File: config.mk
export PLATFORM = sky130hd
export DESIGN_NAME = snr_squelch_noise_floor_top
export DESIGN_NICKNAME = d
export VERILOG_FILES = /design/src/rtl/snr_pkg.sv /design/src/rtl/snr_ring.sv /design/src/rtl/snr_update.sv /design/src/rtl/snr_squelch_noise_floor_top.sv
export SDC_FILE = /design/constraint.sdc
export NUM_CORES = 1
export LEC_CHECK = 0
export ABC_CLOCK_PERIOD_IN_PS = 7370
export BUFFER_PORTS_ARGS = -buffer_cell sky130_fd_sc_hd__buf_2
export CORE_MARGIN = 5
export CORE_UTILIZATION = 55
export DETAILED_ROUTE_END_ITERATION = 12
export PLACE_DENSITY = 0.73
export SETUP_SLACK_MARGIN = 0.2
export SYNTH_ARGS = -nofsm -noshare
export SYNTH_HDL_FRONTEND = slang
export SYNTH_HIERARCHICAL = 1
export SYNTH_SLANG_ARGS = --single-unit
File: constraint.sdc
create_clock -name clk -period 7.37 [get_ports clk]
set_input_delay 1.474 -clock clk [delete_from_list [all_inputs] [get_ports clk]]
set_output_delay 1.474 -clock clk [all_outputs]
set_load 0.02 [all_outputs]
File: src/rtl/snr_pkg.sv
package snr_pkg;

  // Ring geometry
  localparam int RING_DEPTH = 16;
  localparam int RING_AW    = $clog2(RING_DEPTH);

  // Field widths
  localparam int SAMPLE_W = 9;
  localparam int THR_W    = 8;
  localparam int SNR_W    = 9;
  localparam int DIFF_W   = SAMPLE_W + 1;
  localparam int SUM_W    = $clog2(((1 << SAMPLE_W) - 1) * RING_DEPTH + 1);

  // Reset level of every ring entry and the matching running sum
  localparam logic [SAMPLE_W-1:0] RESET_LEVEL = SAMPLE_W'(320);
  localparam logic [SUM_W-1:0]    SUM_RESET   = SUM_W'(320 * RING_DEPTH);
  localparam logic signed [DIFF_W-1:0] DBM_OFFSET = DIFF_W'(160);

  // Configuration register indexes
  localparam int CFG_IDX_W = 2;
  localparam logic [CFG_IDX_W-1:0] REG_OPEN_THR  = CFG_IDX_W'(0);
  localparam logic [CFG_IDX_W-1:0] REG_CLOSE_THR = CFG_IDX_W'(1);

  localparam logic signed [THR_W-1:0] OPEN_THR_RESET  = THR_W'(6);
  localparam logic signed [THR_W-1:0] CLOSE_THR_RESET = THR_W'(3);

  // Write port of the sample ring
  typedef struct packed {
    logic                en;
    logic [RING_AW-1:0]  addr;
    logic [SAMPLE_W-1:0] data;
  } ring_wr_t;

  // Squelch thresholds
  typedef struct packed {
    logic signed [THR_W-1:0] open_thr;
    logic signed [THR_W-1:0] close_thr;
  } thr_t;

endpackage

File: src/rtl/snr_ring.sv
module snr_ring (
  input  logic                           clk,
  input  logic                           rst,
  input  logic                           rd_en,
  input  logic [snr_pkg::RING_AW-1:0]    rd_addr,
  output logic [snr_pkg::SAMPLE_W-1:0]   rd_data,
  input  snr_pkg::ring_wr_t              wr
);
  import snr_pkg::*;

  logic [SAMPLE_W-1:0] mem [RING_DEPTH];
  logic [RING_DEPTH-1:0] valid;
  logic [SAMPLE_W-1:0] rd_q;
  logic                rd_vld;

  // Write the entry array
  always_ff @(posedge clk) begin
    if (wr.en) begin
      mem[wr.addr] <= wr.data;
    end
  end

  // Mark written entries; unwritten entries read as the reset level
  always_ff @(posedge clk) begin
    if (rst) begin
      valid <= '0;
    end else if (wr.en) begin
      valid[wr.addr] <= 1'b1;
    end
  end

  // Registered read, forwarding a write to the same entry
  always_ff @(posedge clk) begin
    if (rst) begin
      rd_vld <= 1'b0;
    end else if (rd_en) begin
      if (wr.en && wr.addr == rd_addr) begin
        rd_vld <= 1'b1;
      end else begin
        rd_vld <= valid[rd_addr];
      end
    end
  end

  always_ff @(posedge clk) begin
    if (rd_en) begin
      if (wr.en && wr.addr == rd_addr) begin
        rd_q <= wr.data;
      end else begin
        rd_q <= mem[rd_addr];
      end
    end
  end

  assign rd_data = rd_vld ? rd_q : RESET_LEVEL;

endmodule

File: src/rtl/snr_update.sv
module snr_update (
  input  logic                                clk,
  input  logic                                rst,
  input  logic                                fire,
  input  logic [snr_pkg::SAMPLE_W-1:0]        sample,
  input  logic [snr_pkg::RING_AW-1:0]         slot,
  input  logic [snr_pkg::SAMPLE_W-1:0]        old_level,
  input  snr_pkg::thr_t                       thr,
  output snr_pkg::ring_wr_t                   wr,
  output logic                                is_open,
  output logic [snr_pkg::SAMPLE_W-1:0]        floor_raw,
  output logic signed [snr_pkg::SAMPLE_W-1:0] floor_dbm,
  output logic signed [snr_pkg::SNR_W-1:0]    snr_db
);
  import snr_pkg::*;

  logic [SUM_W-1:0]         ring_sum;
  logic [SUM_W-1:0]         ring_sum_next;
  logic                     open_flag;
  logic                     open_flag_next;
  logic                     take;
  logic [SAMPLE_W-1:0]      floor_next;
  logic signed [DIFF_W-1:0] diff;
  logic signed [DIFF_W-1:0] diff_adj;
  logic signed [DIFF_W-1:0] snr_full;
  logic signed [DIFF_W-1:0] open_thr_x;
  logic signed [DIFF_W-1:0] close_thr_x;
  logic signed [DIFF_W-1:0] dbm_full;

  // Replace the slot when closed, or when open and the sample is lower
  assign take = !open_flag || (sample < old_level);

  assign ring_sum_next = take ? (ring_sum - SUM_W'(old_level) + SUM_W'(sample)) : ring_sum;
  assign floor_next    = SAMPLE_W'(ring_sum_next / RING_DEPTH);

  // Halve the difference, rounding toward zero
  assign diff     = $signed({1'b0, sample}) - $signed({1'b0, floor_next});
  assign diff_adj = diff + $signed({{(DIFF_W-1){1'b0}}, diff[DIFF_W-1]});
  assign snr_full = diff_adj >>> 1;

  assign open_thr_x  = {{(DIFF_W-THR_W){thr.open_thr[THR_W-1]}}, thr.open_thr};
  assign close_thr_x = {{(DIFF_W-THR_W){thr.close_thr[THR_W-1]}}, thr.close_thr};

  // Hysteresis
  always_comb begin
    if (open_flag) begin
      open_flag_next = !(snr_full < close_thr_x);
    end else begin
      open_flag_next = (snr_full >= open_thr_x);
    end
  end

  assign dbm_full = $signed({2'b00, floor_next[SAMPLE_W-1:1]}) - DBM_OFFSET;

  // Ring write-back
  assign wr.en   = fire && take;
  assign wr.addr = slot;
  assign wr.data = sample;

  // Advance the tracked state
  always_ff @(posedge clk) begin
    if (rst) begin
      ring_sum  <= SUM_RESET;
      open_flag <= 1'b0;
    end else if (fire) begin
      ring_sum  <= ring_sum_next;
      open_flag <= open_flag_next;
    end
  end

  // Load the result register
  always_ff @(posedge clk) begin
    if (fire) begin
      is_open   <= open_flag_next;
      floor_raw <= floor_next;
      floor_dbm <= dbm_full[SAMPLE_W-1:0];
      snr_db    <= snr_full[SNR_W-1:0];
    end
  end

endmodule

File: src/rtl/snr_squelch_noise_floor_top.sv
// Channel | Direction | Handshake              | Payload
// input   | in        | in_valid / in_ready    | rssi_sample
// result  | out       | out_valid / out_ready  | is_open, floor_raw, floor_dbm, snr_db
// config  | in        | cfg_valid / cfg_ready  | cfg_index, cfg_data
//
// One sample per cycle sustained while out_ready stays high; the sample and its ring read are
// registered at the accepting edge, then update, write-back and result load follow when the update stage fires.
// Reset is synchronous; the ring needs no clearing pass, per-entry valid bits make
// unwritten slots read as the reset level, so the block is ready right after reset.
// A stalled result holds the update stage; in_ready drops only when both the update
// stage and the result register are full and out_ready is low.
module snr_squelch_noise_floor_top (
  input  logic                                clk,
  input  logic                                rst,
  input  logic                                in_valid,
  output logic                                in_ready,
  input  logic [snr_pkg::SAMPLE_W-1:0]        rssi_sample,
  output logic                                out_valid,
  input  logic                                out_ready,
  output logic                                is_open,
  output logic [snr_pkg::SAMPLE_W-1:0]        floor_raw,
  output logic signed [snr_pkg::SAMPLE_W-1:0] floor_dbm,
  output logic signed [snr_pkg::SNR_W-1:0]    snr_db,
  input  logic                                cfg_valid,
  output logic                                cfg_ready,
  input  logic [snr_pkg::CFG_IDX_W-1:0]       cfg_index,
  input  logic [snr_pkg::THR_W-1:0]           cfg_data
);
  import snr_pkg::*;

  logic                in_fire;
  logic                s1_fire;
  logic                s1_valid;
  logic [SAMPLE_W-1:0] s1_sample;
  logic [RING_AW-1:0]  s1_slot;
  logic [RING_AW-1:0]  write_slot;
  logic [RING_AW-1:0]  write_slot_next;
  logic [SAMPLE_W-1:0] old_level;
  thr_t                thr;
  ring_wr_t            wr;

  assign cfg_ready = 1'b1;
  assign s1_fire   = s1_valid && (!out_valid || out_ready);
  assign in_ready  = !s1_valid || s1_fire;
  assign in_fire   = in_valid && in_ready;

  // Threshold registers
  always_ff @(posedge clk) begin
    if (rst) begin
      thr.open_thr  <= OPEN_THR_RESET;
      thr.close_thr <= CLOSE_THR_RESET;
    end else if (cfg_valid) begin
      if (cfg_index == REG_OPEN_THR) begin
        thr.open_thr <= cfg_data;
      end else if (cfg_index == REG_CLOSE_THR) begin
        thr.close_thr <= cfg_data;
      end
    end
  end

  // Advance and wrap the slot pointer
  assign write_slot_next = (write_slot == RING_AW'(RING_DEPTH - 1)) ? '0 : write_slot + 1'b1;

  always_ff @(posedge clk) begin
    if (rst) begin
      write_slot <= '0;
    end else if (in_fire) begin
      write_slot <= write_slot_next;
    end
  end

  // Update stage control
  always_ff @(posedge clk) begin
    if (rst) begin
      s1_valid <= 1'b0;
    end else if (in_fire) begin
      s1_valid <= 1'b1;
    end else if (s1_fire) begin
      s1_valid <= 1'b0;
    end
  end

  always_ff @(posedge clk) begin
    if (in_fire) begin
      s1_sample <= rssi_sample;
      s1_slot   <= write_slot;
    end
  end

  // Result register control
  always_ff @(posedge clk) begin
    if (rst) begin
      out_valid <= 1'b0;
    end else if (s1_fire) begin
      out_valid <= 1'b1;
    end else if (out_ready) begin
      out_valid <= 1'b0;
    end
  end

  snr_ring u_ring (
    .clk     (clk),
    .rst     (rst),
    .rd_en   (in_fire),
    .rd_addr (write_slot),
    .rd_data (old_level),
    .wr      (wr)
  );

  snr_update u_update (
    .clk       (clk),
    .rst       (rst),
    .fire      (s1_fire),
    .sample    (s1_sample),
    .slot      (s1_slot),
    .old_level (old_level),
    .thr       (thr),
    .wr        (wr),
    .is_open   (is_open),
    .floor_raw (floor_raw),
    .floor_dbm (floor_dbm),
    .snr_db    (snr_db)
  );

endmodule

### After elaboration in Yosys (flattened, before gate mapping)

Memories as Yosys holds them, arrays and structs flattened. A register that Yosys moved wholly into a read port is not among the register bits.
Cells that the tools add are included.

| operators by class | value |
|---|---|
| $add $sub $neg | 6 |
| order comparisons | 6 |
| equal/unequal tests | 3 |
| multiplexer cells | 15 |
| bitwise gates (word level) | 2 |
| reduce and logical (&&, ||, !) cells | 18 |

Operators with widths:

| kind | number |
|---|---|
| $or 16x16->16 | 1 |
| $add 13x9->13 | 1 |
| $mux 13 | 1 |
| $sub 13x9->13 | 1 |
| $add 10x2->10 | 1 |
| $lt 4x5->1 const B | 2 |
| $mux 1 | 10 |
| $sub 9x9->10 | 1 |
| $ge 9x8->1 | 1 |
| $lt 9x8->1 | 1 |
| $lt 9x9->1 | 1 |
| $mux 9 | 1 |
| $sub 8x8->9 const B | 1 |
| $logic_and 1x1->1 | 5 |
| $add 4x1->4 const B | 1 |
| $bmux 1 s4 | 1 |
| $demux 1 s4 | 1 |
| $eq 4x4->1 | 1 |
| $eq 4x4->1 const B | 1 |
| $ge 4x1->1 const B | 1 |
| $logic_not 1->1 | 4 |
| $mux 4 | 1 |
| $reduce_and 2->1 | 2 |
| $reduce_bool 2->1 | 2 |
| other kinds (5) | 7 |

| storage, ports and cells | value |
|---|---|
| register bits after elaboration | 94 |
| bits in writable memories | 144 |
| input bits | 24 |
| output and inout bits | 31 |
| memories | 1 |

Memory list:

| memory | depth | width | rd ports | clocked after Yosys merged registers in | wr ports | line | text |
|---|---|---|---|---|---|---|---|
| u_ring.mem | 16 | 9 | 1 | 1 | 1 | snr_ring.sv:11 | `logic [SAMPLE_W-1:0] mem [RING_DEPTH];` |

### Longest topological paths before layout

Gate-level depths: netlist of run 1.

| depth | value |
|---|---|
| word-level depth | 9 |
| depth in mapped cells | 33 |

### Cells and area by module

The synthesis of run 1 kept the hierarchy.

Modules (own cells, without submodules):

| module | instances | cells an instance | area each (µm²) | sequential area each (µm²) |
|---|---|---|---|---|
| snr_ring | 1 | 342 | 6725.2 | 4934.7 |
| snr_update | 1 | 422 | 3736.1 | 970.9 |
| snr_squelch_noise_floor_top | 1 | 104 | 1268.7 | 830.8 |

### Worst setup path before layout of run 1

Ideal clock, no wire load.

| path | value |
|---|---|
| path type | flip-flop to flip-flop |
| start | register u_ring.rd_vld |
| end | register u_update.is_open (data pin) |
| arrival | 6365 ps |
| data required time | 7117 ps |
| setup slack | 751 ps |
| cell stages (with the launch flop) | 32 |
| buffers on the path | 0 |
| cells stage by stage | dfxtp_1 > and2_1 > fa_1 > inv_1 > ha_1 > and3_4 > a211o_4 > a21o_1 > a21oi_1 > xnor2_1 > a21oi_1 > ha_1 > o21a_1 > o31ai_1 > a21oi_1 > a2111oi_0 > nor3_1 > a21o_1 > maj3_2 > and2_1 > nor3_1 > ha_1 > xnor2_1 > ha_1 > a21o_1 > a21o_1 > a21o_1 > a21o_1 > a21o_1 > a211o_1 > nand3_1 > nand2_1 |

| between the ends | value |
|---|---|
| cells in the longest elaborated chain, start to end | 9 |

Ends and longest elaborated chain:

| element | line | text |
|---|---|---|
| start: declaration | snr_ring.sv:14 | `logic rd_vld;` |
| start signal: assignment | snr_ring.sv:40 | `rd_vld <= valid[rd_addr];` |
| $mux 9 * | snr_ring.sv:55 | `assign rd_data = rd_vld ? rd_q : RESET_LEVEL;` |
| via old_level[3] | snr_squelch_noise_floor_top.sv:38 | `logic [SAMPLE_W-1:0] old_level;` |
| $sub 13x9->13 / $lt 9x9->1 (equally long branches) | snr_update.sv:33, snr_update.sv:31 |  |
| $add 13x9->13 / $logic_or 1x1->1 (equally long branches) | snr_update.sv:33, snr_update.sv:31 |  |
| $mux 13 * | snr_update.sv:33 | `assign ring_sum_next = take ? (ring_sum - SUM_W'(old_level) + SUM_W'(sample)) : ring_sum;` |
| $sub 9x9->10 * | snr_update.sv:37 | `assign diff = $signed({1'b0, sample}) - $signed({1'b0, floor_next});` |
| $add 10x2->10 * | snr_update.sv:38 | `assign diff_adj = diff + $signed({{(DIFF_W-1){1'b0}}, diff[DIFF_W-1]});` |
| via u_update.diff_adj[2] | snr_update.sv:24 | `logic signed [DIFF_W-1:0] diff_adj;` |
| $lt 9x8->1 | snr_update.sv:47 | `open_flag_next = !(snr_full < close_thr_x);` |
| $logic_not 1->1 | snr_update.sv:47 |  |
| $mux 1 * | snr_update.sv:46 | `if (open_flag) begin` |
| via u_update.open_flag_next | snr_update.sv:20 | `logic open_flag_next;` |
| end signal: assignment | snr_update.sv:74 | `is_open <= open_flag_next;` |
| end: declaration | snr_update.sv:10 | `output logic is_open,` |

The timed path passes the listed nets; every way through them passes the cells marked *.
A chain may end at the register's enable or synchronous reset.

### Final worst setup path of run 1

| path | value |
|---|---|
| start | register u_ring.rd_vld |
| end | register u_update.open_flag |

| between the ends | value |
|---|---|
| cells in the longest elaborated chain, start to end | 9 |

Ends and longest elaborated chain:

| element | line | text |
|---|---|---|
| $mux 9 * | snr_ring.sv:55 |  |
| via old_level[1] | snr_squelch_noise_floor_top.sv:38 |  |
| $sub 13x9->13 / $lt 9x9->1 (equally long branches) | snr_update.sv:33, snr_update.sv:31 |  |
| $add 13x9->13 / $logic_or 1x1->1 (equally long branches) | snr_update.sv:33, snr_update.sv:31 |  |
| $mux 13 * | snr_update.sv:33 |  |
| $sub 9x9->10 * | snr_update.sv:37 |  |
| $add 10x2->10 * | snr_update.sv:38 |  |
| via u_update.diff_adj[8] | snr_update.sv:24 |  |
| $lt 9x8->1 | snr_update.sv:47 |  |
| $logic_not 1->1 | snr_update.sv:47 |  |
| $mux 1 * | snr_update.sv:46 |  |
| end signal: assignment | snr_update.sv:67 | `open_flag <= open_flag_next;` |
| end: declaration | snr_update.sv:19 | `logic open_flag;` |

Marked as above.

==> impl_metrics.yaml, run 1 <==
synth:
  synth.top_cells.by_count: "189 x edfxtp_1, 83 x nor2_1, 81 x inv_1"
  synth_most_common_cell: "edfxtp_1"
  synthArstFlopShare_pct: 0
  synth_cells: 868
  synthesis.area_um2: 11700
  synth_top_area_share_pct: 48.4
  yosysSeqAreaShare_pct: 57.4
  synth_edf_count: 189
  syn_area_per_cell_um2: 13.5
  syn_nets: 948
  ys_ff_latch: 242
  yosysUniqueCellTypes: 75
  ys_top_cells_by_area: "edfxtp_1 48%, dfxtp_1 9.0%, mux4_2 7.7%"
  yosysTopAreaCell: "edfxtp_1"
  synth_ff_type: "edfxtp_1"
  yosysWarnings: 6
critical_path:
  r2r_end: "u_update/open_flag"
  endpoint_kind: "register"
  cp.required_ns: 7.75
  crit_fanout: 10
  r2r-start: "u_ring/rd_vld"
  crit_path_max_incr_delay_ns: 0.53
  cpMostUsedCell: "a21oi_1"
  cp_slowest_cell: "fa_1"
  cp-start-kind: "register"
  timing_worst_setup_path_type: "register to register"
  regToRegSetupSlack_ns: 0.52
  ff2ff_path_depth: 30
  cp_data_arrival_time_ns: 7.23
power_and_ir_drop:
  p_sw_share_pct: 32.1
  pwr-share-seq_pct: 33.8
  vdd_drop_max_mv: 0.216
  p_leak_uw: 0.00487
  powerDensity_nw_per_um2: 368
  intPower_uw: 3310
  clkPwrFrac_pct: 29.7
  p_sw_uw: 1560
  combPwrFrac_pct: 36.5
  p_total_uw: 4870
grt:
  antenna_found_initial: 2
  grt.overflow.total: 0
  use_met2_pct: 32.7
  use_met1_pct: 29.3
  track_usage_pct: 20.2
  grt_pass1_vias: 6904
  grt_max_degree: 57
  grt_pass1_wl_mm: 38.5
  grt-busiest-layer: "met2"
  met3_usage_pct: 3.08
sta:
  setup_viol: 0
  worst_slew_pin_slew_ns: 1.17
  finalCriticalPeriod_ns: 6.85
  fin_skew_ns: 0.0249
  clock.fmax_mhz: 146
  fin_crit_sh_pct: 92.9
  rsz0062_at_grt: "false"
  tns_ns: 0
  finalHoldViolations: 0
  relSlewSlack_pct: 21.5
  slew_violations: 0
placement:
  gp_congestion: 0.896
  io_buffers: 53
  place_hpwl_mm: 16.1
route:
  drt_iter0_markers: 550
  drc: 0
  wl_mm: 24.5
  wire_per_inst_um: 20.1
  first_pass_iters: 5
  ant_nets: 0
  vias: 6989
  avgViaCountPerCell: 5.73
cts:
  tritoncts.num_buffers: 26
  clk_pin_slew_worst_paths_ns: 0.06
  clock-sinks: 242
  cts_root_buffer: "clkbuf_16"
  worstSkewPairLatency_ns: 0.53
  max-clock-path-buffers: 3
  post_cts_buffers: 0
  cts_tree: "built"
  htreeDepth: 1
  postCtsHoldBufs: 0
floorplan:
  io_pins: 55
  start_util_pct: 55.8
  die_w_um: 156
  die-height_um: 156
  core_um2: 21000
  row_count: 53
  die_area_um2: 24300
flow_run:
  drv_cap: 0
finish:
  fin_nets: 1003
  area_growth_pct: 13.1
  drive_gt1_share_pct: 21.8
hold_path:
  min-delay-start: "u_update/ring_sum[4]"
  whs_endpoint: "u_update/ring_sum[4]"
  holdPathStages: 2
  hold_path.class: "register to register"
run_status:
  status: "finished, final reports clean"
==> critical path, delay by kind of cell (launching register included) <==
family | cells | cell delay [ns]
AOI/OAI and AO/OA | 11 | 2.08
xor gates and xnor gates | 2 | 0.28
adders and majority gates | 6 | 2.09
buffers and inverters | 1 | 0.06
DFF | 1 | 0.36
and+or+nand+nor | 10 | 1.78
==> through the flow <==
step	utilization, %	hold slack, ns	setup slack (ns)	instance area [um^2]	cells
after global placement	58.0	0.442	0.440	12200	1170
after detailed placement	58.0	0.448	0.320	12200	1170
after global routing	63.1	0.470	0.203	13300	1219
after floorplan	-	0.432	0.751	11700	868
final	63.1	0.459	0.521	13300	1219
after CTS	62.7	0.460	0.291	13200	1218
==> power by group through the flow <==
stage,sequential (uW),clock [uW],combinational (uW)
2_1_floorplan,1720,0,1220
3_3_place_gp,1670,0,1630
3_5_place_dp,1680,0,1650
4_1_cts,1650,1480,1680
5_1_grt,1650,1540,1970
6_report,1650,1450,1780
==> how the worst max path moves through the flow <==
| stage | start | to | cells after the start |
|---|---|---|---|
| 3_3_place_gp | u_ring/rd_vld | u_update/is_open | 31 |
| 6_report | u_ring/rd_vld | u_update/open_flag | 30 |
| 4_1_cts | u_ring/rd_vld | u_update/open_flag | 31 |
| 2_1_floorplan | u_ring/rd_vld | u_update/is_open | 31 |
| 5_1_grt | u_ring/rd_q[1] | u_update/is_open | 31 |
| 3_5_place_dp | u_ring/rd_vld | u_update/open_flag | 31 |
==> cell type report <==
cell class | instances | area (um^2)
Tap cell | 275 | 344
Timing Repair Buffer | 75 | 430
Clock buffer | 28 | 658
Multi-Input combinational cell | 495 | 4460
Antenna cell | 1 | 2.50
Inverter | 83 | 312
Sequential cell | 242 | 6740
Fill cell | 1542 | 7760
Clock inverter | 20 | 315
==> registers in the layout (all words and copies together), names as in the netlist <==
| name | flops |
|---|---|
| u_update/ring_sum | 13 |
| u_update/open_flag | 1 |
| s1_slot | 4 |
| u_update/floor_dbm | 4 |
| out_valid | 1 |
| u_ring/mem | 144 |
| u_update/snr_db | 9 |
| u_update/is_open | 1 |
| thr | 16 |
| u_ring/rd_vld | 1 |
| s1_sample | 9 |
| s1_valid | 1 |
| u_update/floor_raw | 9 |
| u_ring/valid | 16 |
| write_slot | 4 |
| u_ring/rd_q | 9 |
==> placed cells by master, fill, tap and decap left out, types with 26 or more instances in the layout <==
cell,count
inv_1,81
mux4_2,40
a21oi_1,32
ha_1,43
dfxtp_1,50
mux2i_1,41
nand2_1,34
buf_2,53
clkbuf_16,26
edfxtp_1,189
nor2_1,82
==> timing repair <==
action / in CTS / in global routing
hold endpoints to repair: 0 / 0
resized for setup: 0 / 16
setup endpoints to repair: 0 / 2
==> per-layer routing <==
metal	vias to the layer above	routed length, um
li1	3269	-
met4	2	577
met2	201	11800
met5	-	7
met1	3473	10700
met3	44	1400
==> cell families after synthesis <==
family,synth area share [%]
flip-flops,57.4
AND/OR/NAND/NOR,7.93
buffers and inverters,5.32
AO/OA/AOI/OAI,7.70
multiplexers,12.0
adder cells (fa/ha/maj),6.90
XOR/XNOR,2.65
other,0.0320
Note: power is estimated with default switching activity, not from simulation.
==> inputs of run 2 (changes only) <==
SYNTH_HIERARCHICAL = unset   (was 1)
==> impl_metrics.yaml, run 2 <==
run_status:
  status: "finished, final reports clean"
sta:
  rsz0062_at_grt: "false"
  setup_viol: 0
  clock.fmax_mhz: 145
  worst_slew_pin_slew_ns: 1.10
  fin_skew_ns: 0.0207
  finalCriticalPeriod_ns: 6.89
  whs_ns: 0.454
  relSlewSlack_pct: 26.5
  fin_crit_sh_pct: 93.6
  tns_ns: 0
  slew_violations: 0
  finalHoldViolations: 0
grt:
  grt_pass1_wl_mm: 37.5
  antenna_found_initial: 0
  track_usage_pct: 20.4
  grt_pass1_vias: 6646
  grt.overflow.total: 0
  grt_max_degree: 55
critical_path:
  cp.required_ns: 7.64
  cp_data_arrival_time_ns: 7.16
  endpoint_kind: "register"
  crit_fanout: 11
  cp_slowest_cell: "fa_1"
  cp-start-kind: "register"
  cpMostUsedCell: "a21o_1"
  timing_worst_setup_path_type: "register to register"
  crit_path_max_incr_delay_ns: 0.43
floorplan:
  die_w_um: 153
  row_count: 52
  die-height_um: 153
  start_util_pct: 55.7
  io_pins: 55
  core_um2: 20200
  die_area_um2: 23500
route:
  wire_per_inst_um: 20.2
  avgViaCountPerCell: 5.68
  first_pass_iters: 5
  vias: 6766
  drt_iter0_markers: 520
  drc: 0
  wl_mm: 24.0
  ant_nets: 0
cts:
  max-clock-path-buffers: 3
  cts_root_buffer: "clkbuf_16"
  htreeDepth: 1
  clock-sinks: 242
  cts_tree: "built"
  tritoncts.num_buffers: 26
  clk_pin_slew_worst_paths_ns: 0.06
  worstSkewPairLatency_ns: 0.54
synth:
  ys_top_cells_by_area: "edfxtp_1 50%, mux4_2 10%, dfxtp_1 9.4%"
  synth_ff_type: "edfxtp_1"
  yosysUniqueCellTypes: 71
  yosys.area_share.xor_xnor_pct: 2.70
  synth.top_cells.by_count: "189 x edfxtp_1, 88 x nor2_1, 72 x inv_1"
  synth_mux_area_share_pct: 11.0
  synth_compound_area_share_pct: 7.24
  yosysTopAreaCell: "edfxtp_1"
  synth_top_area_share_pct: 50.3
  synth-simple-area-share_pct: 8.11
  syn_area_per_cell_um2: 13.7
  syn_nets: 904
  ys_ff_latch: 242
  synth_most_common_cell: "edfxtp_1"
  yosysWarnings: 0
  synth_fa_ha_area_share_pct: 7.27
  synthArstFlopShare_pct: 0
  synth_edf_count: 189
  synthesis.area_um2: 11300
  synth_top_family_by_area: "multiplexers"
  yosysSeqAreaShare_pct: 59.8
  synth_cells: 824
finish:
  reg_top3: "u_ring.mem (144), thr (16), u_ring.valid (16)"
  final_cell_mix: "189 x edfxtp_1, 88 x nor2_1, 72 x inv_1"
  fin_area_um2: 12900
  largest_reg_flops: 144
  fin_nets: 981
  fillers: 1484
  multi_input_area_um2: 4190
  area_growth_pct: 14.5
  area.sequential_um2: 6740
  largest-register: "u_ring.mem"
  layout_commonest_cell: "edfxtp_1"
  drive_gt1_share_pct: 23.6
  diodes: 0
power_and_ir_drop:
  p_leak_uw: 0.00479
  powerDensity_nw_per_um2: 359
  vdd_drop_max_mv: 0.214
  p_total_uw: 4630
placement:
  io_buffers: 53
  place_hpwl_mm: 15.9
  gp_congestion: 0.843
  place_area_um2: 11900
flow_run:
  drv_cap: 0
hold_path:
  hold_path.class: "register to register"
run 2: cell count changes after synthesis, sizes merged, moves of 11 or more:
| cell | before | now |
|---|---|---|
| mux2i | 41 | 9 |
| buf | 36 | 11 |
| nand2 | 34 | 57 |
| o21ai | 11 | 24 |
| clkbuf | 12 | 24 |
| inv | 83 | 72 |
run 2: worst paths after layout:
kind	from	to	slack, ns	cells after the start
worst max-delay path	u_ring.rd_vld	u_update.is_open	0.48	34
worst min-delay path	u_update.ring_sum[4]	u_update.ring_sum[4]	0.45	2
worst max register to register	u_ring.rd_vld	u_update.is_open	0.48	34
worst min register to register	u_update.ring_sum[4]	u_update.ring_sum[4]	0.45	2
run 2: final cells by class:
class                      count  share of cell area [%]
multi-input combinational    474                    32.5
clock inverter                20                    1.43
tap                          270                    2.62
clock buffer                  28                    5.25
timing repair buffer          84                    3.86
inverter                      73                    2.12
sequential                   242                    52.2
run 2: repair_timing:
action,CTS,global route
gates resized for setup,2,23
hold endpoints to repair,0,0
hold buffers,0,0
setup endpoints to repair,2,2
setup buffers,0,5
pin swaps,0,12
run 2: metal layers:
metal / track usage, % / vias to the layer above / share of wire [%]
met5: 0 / - / 0
met4: 4.50 / 0 / 2.1
met3: 3.45 / 36 / 6.8
met2: 32.1 / 246 / 47
met1: 30.2 / 3320 / 44
li1: - / 3164 / -
run 2: power breakdown:
group / switching [uW] / leakage, uW / internal (uW)
Combinational: 953 / 0.00221 / 757
Sequential: 35.7 / 0.00216 / 1600
Clock: 540 / 0.000419 / 741
Total: 1530 / 0.00479 / 3100
run 2: kinds of logic (layout without fill, tap and decap cells):
group | Yosys count | count (layout)
AO/OA/AOI/OAI | 116 | 116
XOR/XNOR | 33 | 33
adder cells (fa/ha/maj) | 60 | 60
buffers and inverters | 108 | 205
flip-flops | 242 | 242
multiplexers | 61 | 61
other | 1 | 1
AND/OR/NAND/NOR | 203 | 203
run 2: per-stage QoR:
step | worst slack, ns | instances | util, %
floorplan | 0.239 | 824 | -
global placement | 0.264 | 1138 | 58.8
detailed placement | 0.0754 | 1138 | 58.8
CTS | 0.247 | 1186 | 63.1
global route | 0.104 | 1191 | 63.8
finish | 0.475 | 1191 | 63.8
run 2: critical path: cells and delay by family, from the launching register on:
kind | cells | cell delay, ns
fa+ha+maj | 6 | 1.99
compound gates | 16 | 2.69
simple gates | 7 | 0.85
mux | 1 | 0.25
flops | 1 | 0.40
buf+inv | 3 | 0.29
xor+xnor | 1 | 0.15
==> inputs of run 3 (changes only) <==
ABC_CLOCK_PERIOD_IN_PS = 5900   (was 7370)
BUFFER_PORTS_ARGS = -buffer_cell sky130_fd_sc_hd__buf_4   (was -buffer_cell sky130_fd_sc_hd__buf_2)
PLACE_DENSITY = 0.76   (was 0.73)
clock period = 5.9 ns   (was 7.37 ns; I/O delays follow)
==> impl_metrics.yaml, run 3 (synthesis gave the netlist of run 2 again) <==
route:
  avgViaCountPerCell: 5.66
  vias: 7250
  ant_nets: 0
  drc: 0
  wire_per_inst_um: 20.0
  drt_iter0_markers: 525
  wl_mm: 25.6
  first_pass_iters: 5
critical_path:
  cpMostUsedCell: "a21o_1"
  crit_path_max_incr_delay_ns: 0.47
  cp.required_ns: 6.18
  cp-start-kind: "register"
  crit_fanout: 6
  endpoint_kind: "register"
  cp_slowest_cell: "fa_2"
  timing_worst_setup_path_type: "register to register"
  cp_data_arrival_time_ns: 6.76
  regToRegSetupSlack_ns: -0.59
finish:
  area_growth_pct: 24.0
  diodes: 0
  largest_reg_flops: 144
  drive_gt1_share_pct: 33.3
  final_cell_mix: "189 x edfxtp_1, 173 x buf_4, 87 x nor2_1"
  layout_commonest_cell: "edfxtp_1"
  post-route-util_pct: 69.1
  fin_nets: 1072
  largest-register: "u_ring.mem"
  reg_top3: "u_ring.mem (144), thr (16), u_ring.valid (16)"
  final-instance-count-excl-fill: 1281
power_and_ir_drop:
  p_total_uw: 6820
  p_sw_uw: 2200
  combPwrFrac_pct: 46.1
  p_sw_share_pct: 32.2
  clkPwrFrac_pct: 23.8
  powerDensity_nw_per_um2: 488
  pwr-share-seq_pct: 30.2
  p_leak_uw: 0.00532
  vdd_drop_max_mv: 0.334
  intPower_uw: 4620
cts:
  clock-sinks: 242
  postCtsHoldBufs: 0
  worstSkewPairLatency_ns: 0.54
  cts_root_buffer: "clkbuf_16"
  tritoncts.num_buffers: 26
  htreeDepth: 1
  cts_tree: "built"
  max-clock-path-buffers: 3
  clk_pin_slew_worst_paths_ns: 0.06
floorplan:
  row_count: 52
  die_w_um: 153
  io_pins: 55
  die_area_um2: 23500
  core_um2: 20200
  start_util_pct: 55.7
  die-height_um: 153
grt:
  track_usage_pct: 21.1
  antenna_found_initial: 0
  grt.overflow.total: 0
  grt_max_degree: 55
  grt_pass1_wl_mm: 39.0
  grt_pass1_vias: 7072
placement:
  io_buffers: 53
  gp_congestion: 0.876
  place_hpwl_mm: 16.9
  place_inst: 1219
  post-place-ws_ns: -0.618
sta:
  finalHoldViolations: 0
  worst_slew_pin_slew_ns: 1.17
  rsz0062_at_grt: "true"
  finalCriticalPeriod_ns: 6.49
  fin_crit_sh_pct: 110
  fin_skew_ns: 0.0213
  relSlewSlack_pct: 22.2
  setup_viol: 2
  clock.fmax_mhz: 154
  tns_ns: -1.14
  slew_violations: 0
  worst_slack_ns: -0.587
run_status:
  status: "finished with violations"
  failed_checks: "setup timing"
hold_path:
  hold_path.class: "register to register"
flow_run:
  drv_cap: 0
run 3: timing repair:
item	CTS	global route
setup endpoints to repair	2	3
gates resized for setup	17	31
setup buffers	10	5
pin swaps	19	21
run 3: critical path, delay by kind of cell, from the launching register on:
family | cells | cell delay (ns)
compound gates | 16 | 2.60
fa+ha+maj | 6 | 1.89
simple gates | 6 | 0.74
flops | 1 | 0.37
xor+xnor | 2 | 0.33
mux | 1 | 0.20
buf+inv | 1 | 0.08
run 3: cell type report:
cell class | count | area [um^2]
Timing Repair Buffer | 175 | 1320
Fill cell | 1330 | 6260
Inverter | 73 | 274
Sequential cell | 242 | 6740
Tap cell | 270 | 338
Clock inverter | 20 | 211
Clock buffer | 27 | 654
Multi-Input combinational cell | 474 | 4440
run 3: per-stage QoR:
| stage | area [um^2] | hold WS (ns) |
|---|---|---|
| 6_report | 14000 | 0.450 |
| 5_1_grt | 14000 | 0.474 |
| 4_1_cts | 13800 | 0.455 |
| 3_5_place_dp | 12700 | 0.447 |
| 3_3_place_gp | 12700 | 0.441 |
| 2_1_floorplan | 11400 | 0.406 |
run 3: worst paths after layout:
| kind | from | end | depth (start not counted) |
|---|---|---|---|
| worst max-delay path | u_ring.rd_vld | u_update.is_open | 32 |
| worst max register to register | u_ring.rd_vld | u_update.is_open | 32 |
| worst min-delay path | u_update.ring_sum[2] | u_update.ring_sum[2] | 2 |
| worst min register to register | u_update.ring_sum[2] | u_update.ring_sum[2] | 2 |
run 3: power by group through the flow:
stage               combinational [uW]  sequential [uW]  clock, uW
floorplan                         1540             2150          0
global placement                  2570             2090          0
detailed placement                2620             2090          0
CTS                               2860             2060       1640
global route                      3390             2070       1720
finish                            3140             2060       1620
run 3: per-layer routing:
layer	wire length, um	global-route usage [%]	up-vias	part of all wire (%)
li1	-	-	3354	-
met5	0	0	-	0
met1	10400	29.3	3554	41
met4	598	4.92	0	2.3
met2	12600	35.6	301	49
met3	1900	3.28	41	7.4
